File: src/sv/mchw_pkg.sv
// ----------------------------------------------------------------------------
// mchw_pkg: shared types and constants of the heartbeat watchdog
// Item layouts, operation and event codes, configuration indexes and the
// command and status bundles between the controller and the datapath.
// ----------------------------------------------------------------------------
package mchw_pkg;

  // Operation carried by an input item.
  typedef enum logic [1:0] {
    MODE_TICK       = 2'd0,
    MODE_REGISTER   = 2'd1,
    MODE_DEREGISTER = 2'd2,
    MODE_HEARTBEAT  = 2'd3
  } mode_e;

  // Kind of a result item. Code 3 is never produced.
  typedef enum logic [1:0] {
    KIND_RESTART = 2'd0,
    KIND_REBOOT  = 2'd1,
    KIND_KICK    = 2'd2
  } kind_e;

  // Configuration register indexes.
  localparam logic CFG_DEFAULT_TIMEOUT = 1'b0;
  localparam logic CFG_DEFAULT_RETRIES = 1'b1;

  localparam int unsigned CfgDataW = 16;

  // Reset value of both default registers.
  localparam logic [CfgDataW-1:0] DEFAULT_RESET = 16'd100;

  typedef struct packed {
    mode_e       mode;
    logic [3:0]  slot;
    logic [15:0] timeout_value;
    logic        timeout_given;
    logic [15:0] retries_value;
    logic        retries_given;
  } in_item_t;

  typedef struct packed {
    kind_e      event_kind;
    logic [3:0] event_slot;
    logic       last_event;
  } out_item_t;

  // Controller to datapath.
  typedef struct packed {
    logic take;      // input item accepted this cycle
    logic hb_write;  // heartbeat reload write-back
    logic walk_adv;  // finish the current slot of a tick walk
    logic kick;      // load the closing kick event
  } cmd_t;

  // Datapath to controller.
  typedef struct packed {
    logic step_ok;   // current walk slot can retire this cycle
    logic idx_last;  // walk is on the last slot
    logic out_free;  // output register can take an event
  } status_t;

endpackage

File: src/sv/mchw_ram.sv
// ----------------------------------------------------------------------------
// mchw_ram: generic simple dual-port RAM
// One write port and one read port, read data registered.
// ----------------------------------------------------------------------------
module mchw_ram #(
  parameter int unsigned WIDTH = 48,
  parameter int unsigned DEPTH = 16
) (
  input  logic                                   clk_i,
  input  logic                                   we_i,
  input  logic [((DEPTH > 1) ? $clog2(DEPTH) : 1)-1:0] waddr_i,
  input  logic [WIDTH-1:0]                       wdata_i,
  input  logic [((DEPTH > 1) ? $clog2(DEPTH) : 1)-1:0] raddr_i,
  output logic [WIDTH-1:0]                       rdata_o
);

  logic [WIDTH-1:0] mem_q [DEPTH];
  logic [WIDTH-1:0] rdata_q;

  always_ff @(posedge clk_i) begin
    if (we_i) begin
      mem_q[waddr_i] <= wdata_i;
    end
    rdata_q <= mem_q[raddr_i];
  end

  assign rdata_o = rdata_q;

endmodule

File: src/sv/mchw_ctrl.sv
// ----------------------------------------------------------------------------
// mchw_ctrl: sequencing of the heartbeat watchdog
// Takes items while idle, runs the heartbeat write-back, the slot walk of a
// tick and the closing kick.
// ----------------------------------------------------------------------------
module mchw_ctrl import mchw_pkg::*; (
  input  logic    clk_i,
  input  logic    rst_ni,
  input  logic    in_valid_i,
  input  mode_e   in_mode_i,
  input  status_t status_i,
  output cmd_t    cmd_o,
  output logic    in_stall_o
);

  localparam logic [1:0] ST_IDLE = 2'd0;
  localparam logic [1:0] ST_HB   = 2'd1;
  localparam logic [1:0] ST_WALK = 2'd2;
  localparam logic [1:0] ST_KICK = 2'd3;

  logic [1:0] state_q;
  logic [1:0] state_d;

  always_comb begin
    cmd_o   = '0;
    state_d = state_q;
    unique case (state_q)
      ST_IDLE: begin
        if (in_valid_i) begin
          cmd_o.take = 1'b1;
          if (in_mode_i == MODE_TICK) begin
            state_d = ST_WALK;
          end else if (in_mode_i == MODE_HEARTBEAT) begin
            state_d = ST_HB;
          end
        end
      end
      ST_HB: begin
        cmd_o.hb_write = 1'b1;
        state_d        = ST_IDLE;
      end
      ST_WALK: begin
        if (status_i.step_ok) begin
          cmd_o.walk_adv = 1'b1;
          if (status_i.idx_last) begin
            state_d = ST_KICK;
          end
        end
      end
      ST_KICK: begin
        if (status_i.out_free) begin
          cmd_o.kick = 1'b1;
          state_d    = ST_IDLE;
        end
      end
      default: begin
        state_d = ST_IDLE;
      end
    endcase
  end

  always_ff @(posedge clk_i or negedge rst_ni) begin
    if (!rst_ni) begin
      state_q <= ST_IDLE;
    end else begin
      state_q <= state_d;
    end
  end

  assign in_stall_o = (state_q != ST_IDLE);

endmodule

File: src/sv/mchw_dp.sv
// ----------------------------------------------------------------------------
// mchw_dp: slot table and event datapath of the heartbeat watchdog
// Holds the valid bits, the slot RAM, the default registers, the walk
// index and the output register.
// ----------------------------------------------------------------------------
module mchw_dp import mchw_pkg::*; #(
  parameter int unsigned SLOTS        = 16,
  parameter int unsigned COUNTER_BITS = 16
) (
  input  logic                clk_i,
  input  logic                rst_ni,
  input  logic                cfg_we_i,
  input  logic                cfg_index_i,
  input  logic [CfgDataW-1:0] cfg_data_i,
  input  in_item_t            in_data_i,
  input  cmd_t                cmd_i,
  output status_t             status_o,
  input  logic                out_stall_i,
  output logic                out_valid_o,
  output out_item_t           out_data_o
);

  localparam int unsigned IDX_W = (SLOTS > 1) ? $clog2(SLOTS) : 1;
  localparam int unsigned CB    = COUNTER_BITS;
  localparam int unsigned RAM_W = 3 * CB;

  logic [CfgDataW-1:0] def_timeout_q;
  logic [CfgDataW-1:0] def_retries_q;
  logic [SLOTS-1:0]    valid_q;
  logic [SLOTS-1:0]    valid_d;
  logic [IDX_W-1:0]    idx_q;
  logic [IDX_W-1:0]    idx_d;
  logic [IDX_W-1:0]    hb_slot_q;
  logic                hb_ok_q;
  logic                out_valid_q;
  logic                out_valid_d;
  out_item_t           out_data_q;
  out_item_t           out_data_d;

  // Input slot mapped onto the table index.
  logic [IDX_W+3:0] in_slot_wide;
  logic [IDX_W-1:0] in_idx;
  logic             in_range;

  assign in_slot_wide = {{IDX_W{1'b0}}, in_data_i.slot};
  assign in_idx       = in_slot_wide[IDX_W-1:0];
  assign in_range     = (in_slot_wide < (IDX_W + 4)'(SLOTS));

  // Registration values, taken from the item or the defaults.
  logic [CfgDataW-1:0]    t_sel;
  logic [CfgDataW-1:0]    r_sel;
  logic [CB+CfgDataW-1:0] t_wide;
  logic [CB+CfgDataW-1:0] r_wide;
  logic [CB-1:0]          t_cnt;
  logic [CB-1:0]          r_cnt;

  assign t_sel  = in_data_i.timeout_given ? in_data_i.timeout_value : def_timeout_q;
  assign r_sel  = in_data_i.retries_given ? in_data_i.retries_value : def_retries_q;
  assign t_wide = {{CB{1'b0}}, t_sel};
  assign r_wide = {{CB{1'b0}}, r_sel};
  assign t_cnt  = t_wide[CB-1:0];
  assign r_cnt  = r_wide[CB-1:0];

  // Slot RAM: reload timeout, countdown, retries left.
  logic             ram_we;
  logic [IDX_W-1:0] ram_waddr;
  logic [RAM_W-1:0] ram_wdata;
  logic [IDX_W-1:0] ram_raddr;
  logic [RAM_W-1:0] ram_rdata;

  mchw_ram #(
    .WIDTH (RAM_W),
    .DEPTH (SLOTS)
  ) u_slot_ram (
    .clk_i   (clk_i),
    .we_i    (ram_we),
    .waddr_i (ram_waddr),
    .wdata_i (ram_wdata),
    .raddr_i (ram_raddr),
    .rdata_o (ram_rdata)
  );

  logic [CB-1:0] rd_reload;
  logic [CB-1:0] rd_count;
  logic [CB-1:0] rd_retries;
  logic [CB-1:0] count_dec;
  logic [CB-1:0] retries_dec;
  logic          count_zero;
  logic          retries_zero;
  logic          cur_valid;
  logic          has_event;
  logic          out_free;

  assign rd_reload    = ram_rdata[RAM_W-1:2*CB];
  assign rd_count     = ram_rdata[2*CB-1:CB];
  assign rd_retries   = ram_rdata[CB-1:0];
  assign count_dec    = rd_count - CB'(1);
  assign retries_dec  = rd_retries - CB'(1);
  assign count_zero   = (rd_count == '0);
  assign retries_zero = (rd_retries == '0);
  assign cur_valid    = valid_q[idx_q];
  assign has_event    = cur_valid && count_zero;
  assign out_free     = !out_valid_q || !out_stall_i;

  assign status_o.step_ok  = !has_event || out_free;
  assign status_o.idx_last = (idx_q == IDX_W'(SLOTS - 1));
  assign status_o.out_free = out_free;

  always_comb begin
    ram_we    = 1'b0;
    ram_waddr = idx_q;
    ram_wdata = {rd_reload, count_dec, rd_retries};
    priority if (cmd_i.take && (in_data_i.mode == MODE_REGISTER) && in_range
                 && !valid_q[in_idx]) begin
      ram_we    = 1'b1;
      ram_waddr = in_idx;
      ram_wdata = {t_cnt, t_cnt, r_cnt};
    end else if (cmd_i.hb_write && hb_ok_q && valid_q[hb_slot_q]) begin
      ram_we    = 1'b1;
      ram_waddr = hb_slot_q;
      ram_wdata = {rd_reload, rd_reload, rd_retries};
    end else if (cmd_i.walk_adv && cur_valid) begin
      ram_we    = 1'b1;
      ram_waddr = idx_q;
      ram_wdata = {rd_reload,
                   (count_zero && !retries_zero) ? rd_reload : count_dec,
                   count_zero ? retries_dec : rd_retries};
    end else begin
      ram_we = 1'b0;
    end
  end

  // Read: item slot on take (0 for tick), next slot on walk step, else held.
  always_comb begin
    priority if (cmd_i.take) begin
      ram_raddr = (in_data_i.mode == MODE_TICK) ? '0 : in_idx;
    end else if (cmd_i.walk_adv) begin
      ram_raddr = idx_q + IDX_W'(1);
    end else begin
      ram_raddr = idx_q;
    end
  end

  always_comb begin
    valid_d = valid_q;
    if (cmd_i.take && in_range) begin
      if (in_data_i.mode == MODE_REGISTER) begin
        valid_d[in_idx] = 1'b1;
      end else if (in_data_i.mode == MODE_DEREGISTER) begin
        valid_d[in_idx] = 1'b0;
      end
    end
  end

  always_comb begin
    idx_d = idx_q;
    if (cmd_i.take) begin
      idx_d = '0;
    end else if (cmd_i.walk_adv) begin
      idx_d = idx_q + IDX_W'(1);
    end
  end

  // Output register.
  logic [IDX_W+3:0] idx_wide;

  assign idx_wide = {4'b0000, idx_q};

  always_comb begin
    out_data_d  = out_data_q;
    out_valid_d = out_valid_q && out_stall_i;
    if (cmd_i.walk_adv && has_event) begin
      out_data_d.event_kind = retries_zero ? KIND_REBOOT : KIND_RESTART;
      out_data_d.event_slot = idx_wide[3:0];
      out_data_d.last_event = 1'b0;
      out_valid_d           = 1'b1;
    end else if (cmd_i.kick) begin
      out_data_d.event_kind = KIND_KICK;
      out_data_d.event_slot = 4'b0000;
      out_data_d.last_event = 1'b1;
      out_valid_d           = 1'b1;
    end
  end

  always_ff @(posedge clk_i or negedge rst_ni) begin
    if (!rst_ni) begin
      def_timeout_q <= DEFAULT_RESET;
      def_retries_q <= DEFAULT_RESET;
      valid_q       <= '0;
      idx_q         <= '0;
      out_valid_q   <= 1'b0;
    end else begin
      if (cfg_we_i) begin
        if (cfg_index_i == CFG_DEFAULT_TIMEOUT) begin
          def_timeout_q <= cfg_data_i;
        end else begin
          def_retries_q <= cfg_data_i;
        end
      end
      valid_q     <= valid_d;
      idx_q       <= idx_d;
      out_valid_q <= out_valid_d;
    end
  end

  always_ff @(posedge clk_i) begin
    if (cmd_i.take) begin
      hb_slot_q <= in_idx;
      hb_ok_q   <= in_range;
    end
    out_data_q <= out_data_d;
  end

  assign out_valid_o = out_valid_q;
  assign out_data_o  = out_data_q;

endmodule

File: src/sv/multi_channel_heartbeat_watchdog.sv
// ----------------------------------------------------------------------------
// multi_channel_heartbeat_watchdog: watchdog over a table of watched slots
// Register, deregister and heartbeat items maintain the slot table; a tick
// item counts every armed slot down and reports restart, reboot and kick
// events.
// ----------------------------------------------------------------------------
//
//   Channel   Direction   Handshake               Item
//   --------  ----------  ----------------------  -----------------------------
//   in        into block  in_valid_i / in_stall_o  in_data_i  (in_item_t)
//   out       out of blk  out_valid_o / out_stall_i out_data_o (out_item_t)
//   cfg       into block  cfg_we_i                 cfg_index_i, cfg_data_i
//
// A register or deregister item is done when it is accepted; a heartbeat
// item then writes the reload back to its slot. A tick item is accepted,
// walks the slot RAM, whose single read port reads one slot a cycle while
// the walk is not held, and ends with the closing kick; the walk holds while
// an event waits on a stalled output, and the kick waits on a stalled output.
// Reset clears the valid bits and sets both defaults to 100; slot RAM
// contents are undefined and are only ever used for registered slots.
// A stall on the output only holds the walk when a new event is due.
//
// The controller accepts items only while idle. It sequences the heartbeat
// read-modify-write and the tick walk; the datapath owns the slot RAM (one
// word per slot: reload timeout, countdown and retries left), the valid
// bits kept in flip-flops, the two default registers and the output
// register. During a walk the RAM reads one slot ahead of the slot being
// written back, so each slot retires while the next one is read.
//
module multi_channel_heartbeat_watchdog import mchw_pkg::*; #(
  parameter int unsigned SLOTS        = 16,
  parameter int unsigned COUNTER_BITS = 16
) (
  input  logic                clk_i,
  input  logic                rst_ni,

  input  logic                cfg_we_i,
  input  logic                cfg_index_i,
  input  logic [CfgDataW-1:0] cfg_data_i,

  input  logic                in_valid_i,
  output logic                in_stall_o,
  input  in_item_t            in_data_i,

  output logic                out_valid_o,
  input  logic                out_stall_i,
  output out_item_t           out_data_o
);

  cmd_t    cmd;
  status_t status;

  // Controller: item acceptance and the walk sequence.
  mchw_ctrl u_ctrl (
    .clk_i      (clk_i),
    .rst_ni     (rst_ni),
    .in_valid_i (in_valid_i),
    .in_mode_i  (in_data_i.mode),
    .status_i   (status),
    .cmd_o      (cmd),
    .in_stall_o (in_stall_o)
  );

  // Datapath: slot table, countdown arithmetic and event output.
  mchw_dp #(
    .SLOTS        (SLOTS),
    .COUNTER_BITS (COUNTER_BITS)
  ) u_dp (
    .clk_i       (clk_i),
    .rst_ni      (rst_ni),
    .cfg_we_i    (cfg_we_i),
    .cfg_index_i (cfg_index_i),
    .cfg_data_i  (cfg_data_i),
    .in_data_i   (in_data_i),
    .cmd_i       (cmd),
    .status_o    (status),
    .out_stall_i (out_stall_i),
    .out_valid_o (out_valid_o),
    .out_data_o  (out_data_o)
  );

endmodule
File: config.mk
export PLATFORM = sky130hd
export DESIGN_NAME = multi_channel_heartbeat_watchdog
export DESIGN_NICKNAME = d
export VERILOG_FILES = /design/src/sv/mchw_pkg.sv /design/src/sv/mchw_ram.sv /design/src/sv/mchw_ctrl.sv /design/src/sv/mchw_dp.sv /design/src/sv/multi_channel_heartbeat_watchdog.sv
export SDC_FILE = /design/constraint.sdc
export NUM_CORES = 1
export LEC_CHECK = 0
export BUFFER_PORTS_ARGS = -buffer_cell sky130_fd_sc_hd__buf_2
export CORE_ASPECT_RATIO = 0.8
export CORE_MARGIN = 2
export CORE_UTILIZATION = 35
export CTS_BUF_LIST = sky130_fd_sc_hd__clkbuf_8
export DETAILED_ROUTE_END_ITERATION = 12
export GPL_TIMING_DRIVEN = 1
export PLACE_DENSITY_LB_ADDON = 0.05
export SYNTH_ARGS = -nofsm -noshare
export SYNTH_HDL_FRONTEND = slang
export SYNTH_SLANG_ARGS = --single-unit
File: constraint.sdc
create_clock -name clk_i -period 8.4 [get_ports clk_i]
set_clock_uncertainty 0.15 [all_clocks]
set_input_delay 2.1 -clock clk_i [delete_from_list [all_inputs] [get_ports clk_i]]
set_output_delay 2.1 -clock clk_i [all_outputs]
set_load 0.01 [all_outputs]
==> Yosys cells after proc, flatten, opt, wreduce, memory -nomap -nowiden <==
Memory sizes are Yosys's and may differ from the RTL's. A register that Yosys moved wholly into a read port is not among the register bits.
Cells that the tools add are included.
{ "word_totals": {"input_bits": 62, "register_bits": 67, "n_memories": 1, "output_inout_bits": 9, "ramBits": 768, "wordCells": 113} }
{ "op_classes": {"addsub": 3, "reduce_logical": 30, "magnitude_cmp": 5, "bitwise": 4, "mux": 47, "n_eq_ne": 12} }
{ "memory_table": {"columns": ["name", "words", "word_bits", "rd", "rd_clocked_by_memory_dff", "write_ports", "line", "text"], "rows": [
  ["u_dp.u_slot_ram.mem_q", 16, 48, 1, 1, 1, "mchw_ram.sv:17", "logic [WIDTH-1:0] mem_q [DEPTH];"]
]} }
{ "ops": {"columns": ["operator", "count"], "rows": [
  ["two-way mux 16 bit", 6],
  ["two-way mux 32 bit", 2],
  ["two-way mux 48 bit", 1],
  ["zero test 16 bit", 2],
  ["subtractor 16 x 1 -> 16 bit, second input constant", 2],
  ["two-way mux 4 bit", 6],
  ["< comparator 4 x 5 -> 1 bit, second input constant", 4],
  ["two-way mux 1 bit", 19],
  ["AND 16 bit", 1],
  ["inverter 16 bit", 1],
  ["bitwise OR 16 bit", 1],
  ["two-way mux 7 bit", 2],
  ["binary-select mux 1 bit (select 4 bit)", 3],
  ["logical AND 1 bit", 12],
  ["two-way mux 2 bit", 6],
  ["== test 2 bit, second input constant", 4],
  ["one-hot mux 2 bit (4 select lines)", 1],
  ["inequality test 2 bit, second input constant", 3],
  ["AND reduction 2 bit", 3],
  ["nonzero test 2 bit", 3],
  ["zero test 1 bit", 5],
  ["AND reduction 5 bit", 1],
  ["adder 4 x 1 -> 4 bit, second input constant", 1],
  ["demux 1 bit (select 4 bit)", 1],
  ["8 further kinds", 11]
]} }

==> Depth between registers and ports, before layout <==
{ "depth": {"ltp_word": 13, "mapped_depth": 14, "mapped_depth_nobuf": 10} }

==> Hierarchy <==
A second synthesis with hierarchy kept.
{ "hier_totals": {"hier_cells": 1785, "hier_area_um2": 34870.9} }
{ "by_module_without_submodules": {"columns": ["mod", "n_inst", "cells_each", "area_each_um2"], "rows": [
  ["mchw_ram", 1, 1242, 29691.0],
  ["mchw_dp", 1, 525, 5013.6],
  ["mchw_ctrl", 1, 18, 166.4]
]} }

==> Least setup slack after synthesis <==
No wires, ideal clock.
{ "synth_timing": {"path_kind": "input to register", "start": "input in_data_i[34] (netlist name)", "end": "memory u_dp.u_slot_ram.mem_q[0][0] (enable)", "slack_ps": 6, "setup_time_ps": 513, "arrival_ps": 7731, "path_stages": 8, "required_ps": 7737, "cell_sequence": "clkbuf_1 mux4_2 mux2_2 a211oi_1 clkbuf_1 o21a_1 nand2_1 nor3_1"} }
{ "synth_via": {"elab_chain_cells": 7, "elab_cells_between_ends": 10} }
{ "synth_rtl": {"columns": ["element", "line", "text"], "rows": [
  ["from (decl)", "multi_channel_heartbeat_watchdog.sv:43", "input in_item_t in_data_i,"],
  ["binary-select mux 1 bit (select 4 bit)", "mchw_dp.sv:114", "&& !valid_q[in_idx]) begin"],
  ["two-way mux 1 bit (not written as such)", "mchw_dp.sv:114", null],
  ["zero test 1 bit", "mchw_dp.sv:114", null],
  ["logical AND 1 bit", "mchw_dp.sv:114", null],
  ["two-way mux 1 bit", "mchw_dp.sv:113", "priority if (cmd_i.take && (in_data_i.mode == MODE_REGISTER) && in_range"],
  ["two-way mux 1 bit", "mchw_ram.sv:21", "if (we_i) begin"],
  ["two-way mux 1 bit (not written as such)", "mchw_ram.sv:22", "mem_q[waddr_i] <= wdata_i;"],
  ["to (decl)", "mchw_ram.sv:17", null]
]} }
Parallel ways exist; a longest one is shown, timed or not. The select of a mux whose other input is x is not followed.

==> run summary <==
Area Overhead vs Synth: 12.7%
Pre-CTS setup slack: 1.58 ns
Metal3 WL: 6270 um
Vias in the first global route: 24,800
Max_slew headroom: 0.0580
Post-synthesis xor/xnor area fraction: 0.00645
Worst path most repeated cell: nand2_1
Placed Cells: 3,850
Largest net degree at the start of global routing: 174
Worst R2R Path Depth: 8
Post-synthesis cell type count: 63
Via/cell ratio: 5.93
# rows: 108
Top FF cell, synth: edfxtp_1
Clock latency reported for the late side of the worst-skew pair: 0.86 ns
Hold Path Cell Cnt: 1
Synth top area share: 0.615
Initial antenna violation count: 1
Dpl hpwl: 59,300 um
DRC violation total after the first TritonRoute iteration: 2,156
Grt total ovfl: 0
Syn nets: 2,613
Port bufs: 70
Core outline area: 108,000 sq um
Drt total wl: 125,000 um
Die X: 372 um
Fraction of registers with async set/reset: 0.0624
Worst Tran Pin Value: 1.41 ns
Largest fanout on the critical path: 28
CTS buffer count: 152
# IOs: 71
Clock Tree Buf Depth: 3
Via Count: 24,500
Synthesized instance count: 2,544
Iteration count of the initial detailed-routing pass: 6
Max-Cap Viols: 0
Initial Utilization: 0.351
GRT Overall Usage: 0.223
Met1 WL: 61,800 um
Setup WS post-layout: 2.51 ns
Mean Syn Cell Area: 14.9 sq um
CTS tree: done
CP Cell Sequence: buf_2 > or3b_2 > inv_1 > nand2_1 > a211oi_4 > nand2_1 > o21ai_1 > o21ai_0 > nor2_4 > buf_4
Setup TNS: 0 ns
# hold bufs at CTS: 0
Postcts setup bufs: 0
Adder-Cell Fraction of Synth Area: 0.00231
Setup crit start kind: primary input
Clk pin slew, worst setup/hold paths: 0.06 ns
GP Congestion: 0.786
Leakage Power: 14.5 nW
Yosys reg bits: 882
CP max stage cell: nor2_4
Slew Limit Fails: 0
Cts repair resizes: 0
Peak supply drop: 0.665 mV
FF-to-FF setup slack: 2.97 ns
Synth Area in Compound Gates: 0.130
F_max: 170 MHz
Fillers: 10,000
Shortest period the worst path allows: 5.89 ns
Most frequent cell after synthesis: edfxtp_1
CP max stage delay: 0.89 ns
Residual DRC count: 0
CP required: 8.72 ns
Fin nets: 2,644
Synthesis warning total: 0
Post-Synth Simple-Gate Area: 0.0826
Largest family of logic cells by synthesized area: compound AO/OA/AOI/OAI gates
Synth area leader: edfxtp_1
Critical R2R Launch: u_dp.hb_slot_q[0]$_DFFE_PP_
Min-Delay Path Class: reg -> reg
Final ANT Viol Nets: 0
Mapped Area: 38,000 sq um
Clock sinks: 882
Final hold violation count: 0
Drt wl/cell: 30.2 um
Most frequent cells after synthesis: 778 x edfxtp_1, 193 x a211oi_1, 193 x and4_1
Top area cells in the synthesized netlist: edfxtp_1 61%, mux2i_1 4.8%, and4_1 4.4%
Pwr Total: 18.4 mW
Seq/Total Area, Yosys: 0.677
Non-filler cells, final: 4,135
Root buffer cell: clkbuf_8
Power Density: 431 nW/um^2
Share of post-route cells with drive strength above 1: 0.164
EDFF count, synth: 778
Hold Path End: u_dp.out_data_o[0]$_SDFFE_PP0P_
First-pass GRT wire length: 179,000 um
Buf/Inv on CP: 3
Path type of the worst setup path: in -> reg
Routed wl met2: 54,400 um
Crit end category: register
DR top layer: met4
Die ar.: 111,000 sq um
Status: complete, no violations
Cell family with most CP delay: simple AND/OR/NAND/NOR gates
RSZ-0062 raised after global routing: false
FF-to-FF End: u_dp.u_slot_ram.mem_q[15][28]$_DFFE_PP_
Post-synthesis mux area share: 0.0687
Htree depth: 4
CP Data Arrival Time: 6.21 ns
Die H: 299 um
Tcrit/Tclk final: 0.702
Setup violations, final: 0
Worst Hold Launch: u_dp.out_data_o[0]$_SDFFE_PP0P_
## flip-flops by register name, indices dropped and copies added (netlist names), named ones only
name / flops
u_dp.idx_q: 4
u_dp.def_timeout_q: 16
u_ctrl.state_q: 2
u_dp.u_slot_ram.rdata_o: 48
u_dp.u_slot_ram.mem_q: 768
u_dp.out_valid_o: 1
u_dp.hb_slot_q: 4
u_dp.out_data_o: 7
u_dp.def_retries_q: 16
## where the power goes
group,internal (mW),total [mW],switching [mW]
Combinational,2.75,8.44,5.69
Sequential,6.01,6.27,0.264
Clock,1.91,3.73,1.81
Total,10.7,18.4,7.77
## cell usage in the layout, fill, tap and decap left out, types with 8 or more instances in the layout
cell	Yosys	final
nor3_1	22	13
o31ai_1	98	98
buf_2	55	70
clkinv_2	0	11
nand3_1	13	11
a21oi_1	27	24
nor3_2	0	9
mux2i_1	183	180
xnor2_1	9	9
nand2_1	40	40
mux4_2	9	9
o31a_1	47	47
dfrtp_1	49	49
inv_1	17	87
mux2_2	51	51
o21ai_0	9	9
xor2_1	19	19
a211o_1	98	98
buf_4	12	48
and4_1	193	193
clkbuf_8	0	169
a211oi_1	193	192
clkinv_1	0	15
nor2_1	57	49
edfxtp_1	778	778
nor2_4	0	8
buf_12	1	20
nand4_1	102	102
a221o_1	47	47
dfxtp_1	49	49
a31oi_1	96	96
## layer usage
layer,GRT usage,vias up
li1,-,10600
met1,0.336,12900
met2,0.331,795
met3,0.0349,173
met4,0.0633,0
met5,0,-
## final cells by class
type / count / area, sq um / share of cell area
Timing Repair Buffer: 138 / 1110 / 0.0259
Inverter: 17 / 63.8 / 0.00149
Clock buffer: 169 / 2330 / 0.0543
Multi-Input combinational cell: 1384 / 11200 / 0.262
Antenna cell: 4 / 10.0 / 0.000234
Tap cell: 1430 / 1790 / 0.0418
Sequential cell: 882 / 25700 / 0.601
Clock inverter: 111 / 557 / 0.0130
## logic make-up (layout without fill, tap and decap cells)
group	Yosys count	after routing
other	0	4
AO/OA/AOI/OAI	642	642
buffers and inverters	278	435
adder cells (fa/ha/maj)	7	7
XOR/XNOR	28	28
flip-flops	882	882
multiplexers	243	243
AND/OR/NAND/NOR	464	464
## worst max path at each step
stage,from,endpoint,slack [ns],cells after the start
floorplan,in_data_i[34],u_dp.u_slot_ram.mem_q[0][0]$_DFFE_PP_,0.006,8
global placement,in_valid_i,u_dp.u_slot_ram.mem_q[15][25]$_DFFE_PP_,1.68,10
detailed placement,in_valid_i,u_dp.u_slot_ram.mem_q[15][25]$_DFFE_PP_,1.58,10
CTS,in_valid_i,u_dp.u_slot_ram.mem_q[15][28]$_DFFE_PP_,2.47,10
global route,in_valid_i,u_dp.u_slot_ram.mem_q[15][28]$_DFFE_PP_,2.23,10
finish,in_valid_i,u_dp.u_slot_ram.mem_q[15][28]$_DFFE_PP_,2.51,10
## stage by stage
stage	util	hold WS, ns	instance area, sq um
after global placement	0.369	0.287	39900
after detailed placement	0.369	0.303	39900
after CTS	0.396	0.317	42800
after floorplan	-	0.325	38000
final	0.396	0.308	42800
after global routing	0.396	0.331	42800
No activity file was read; power rests on OpenSTA's default activity.
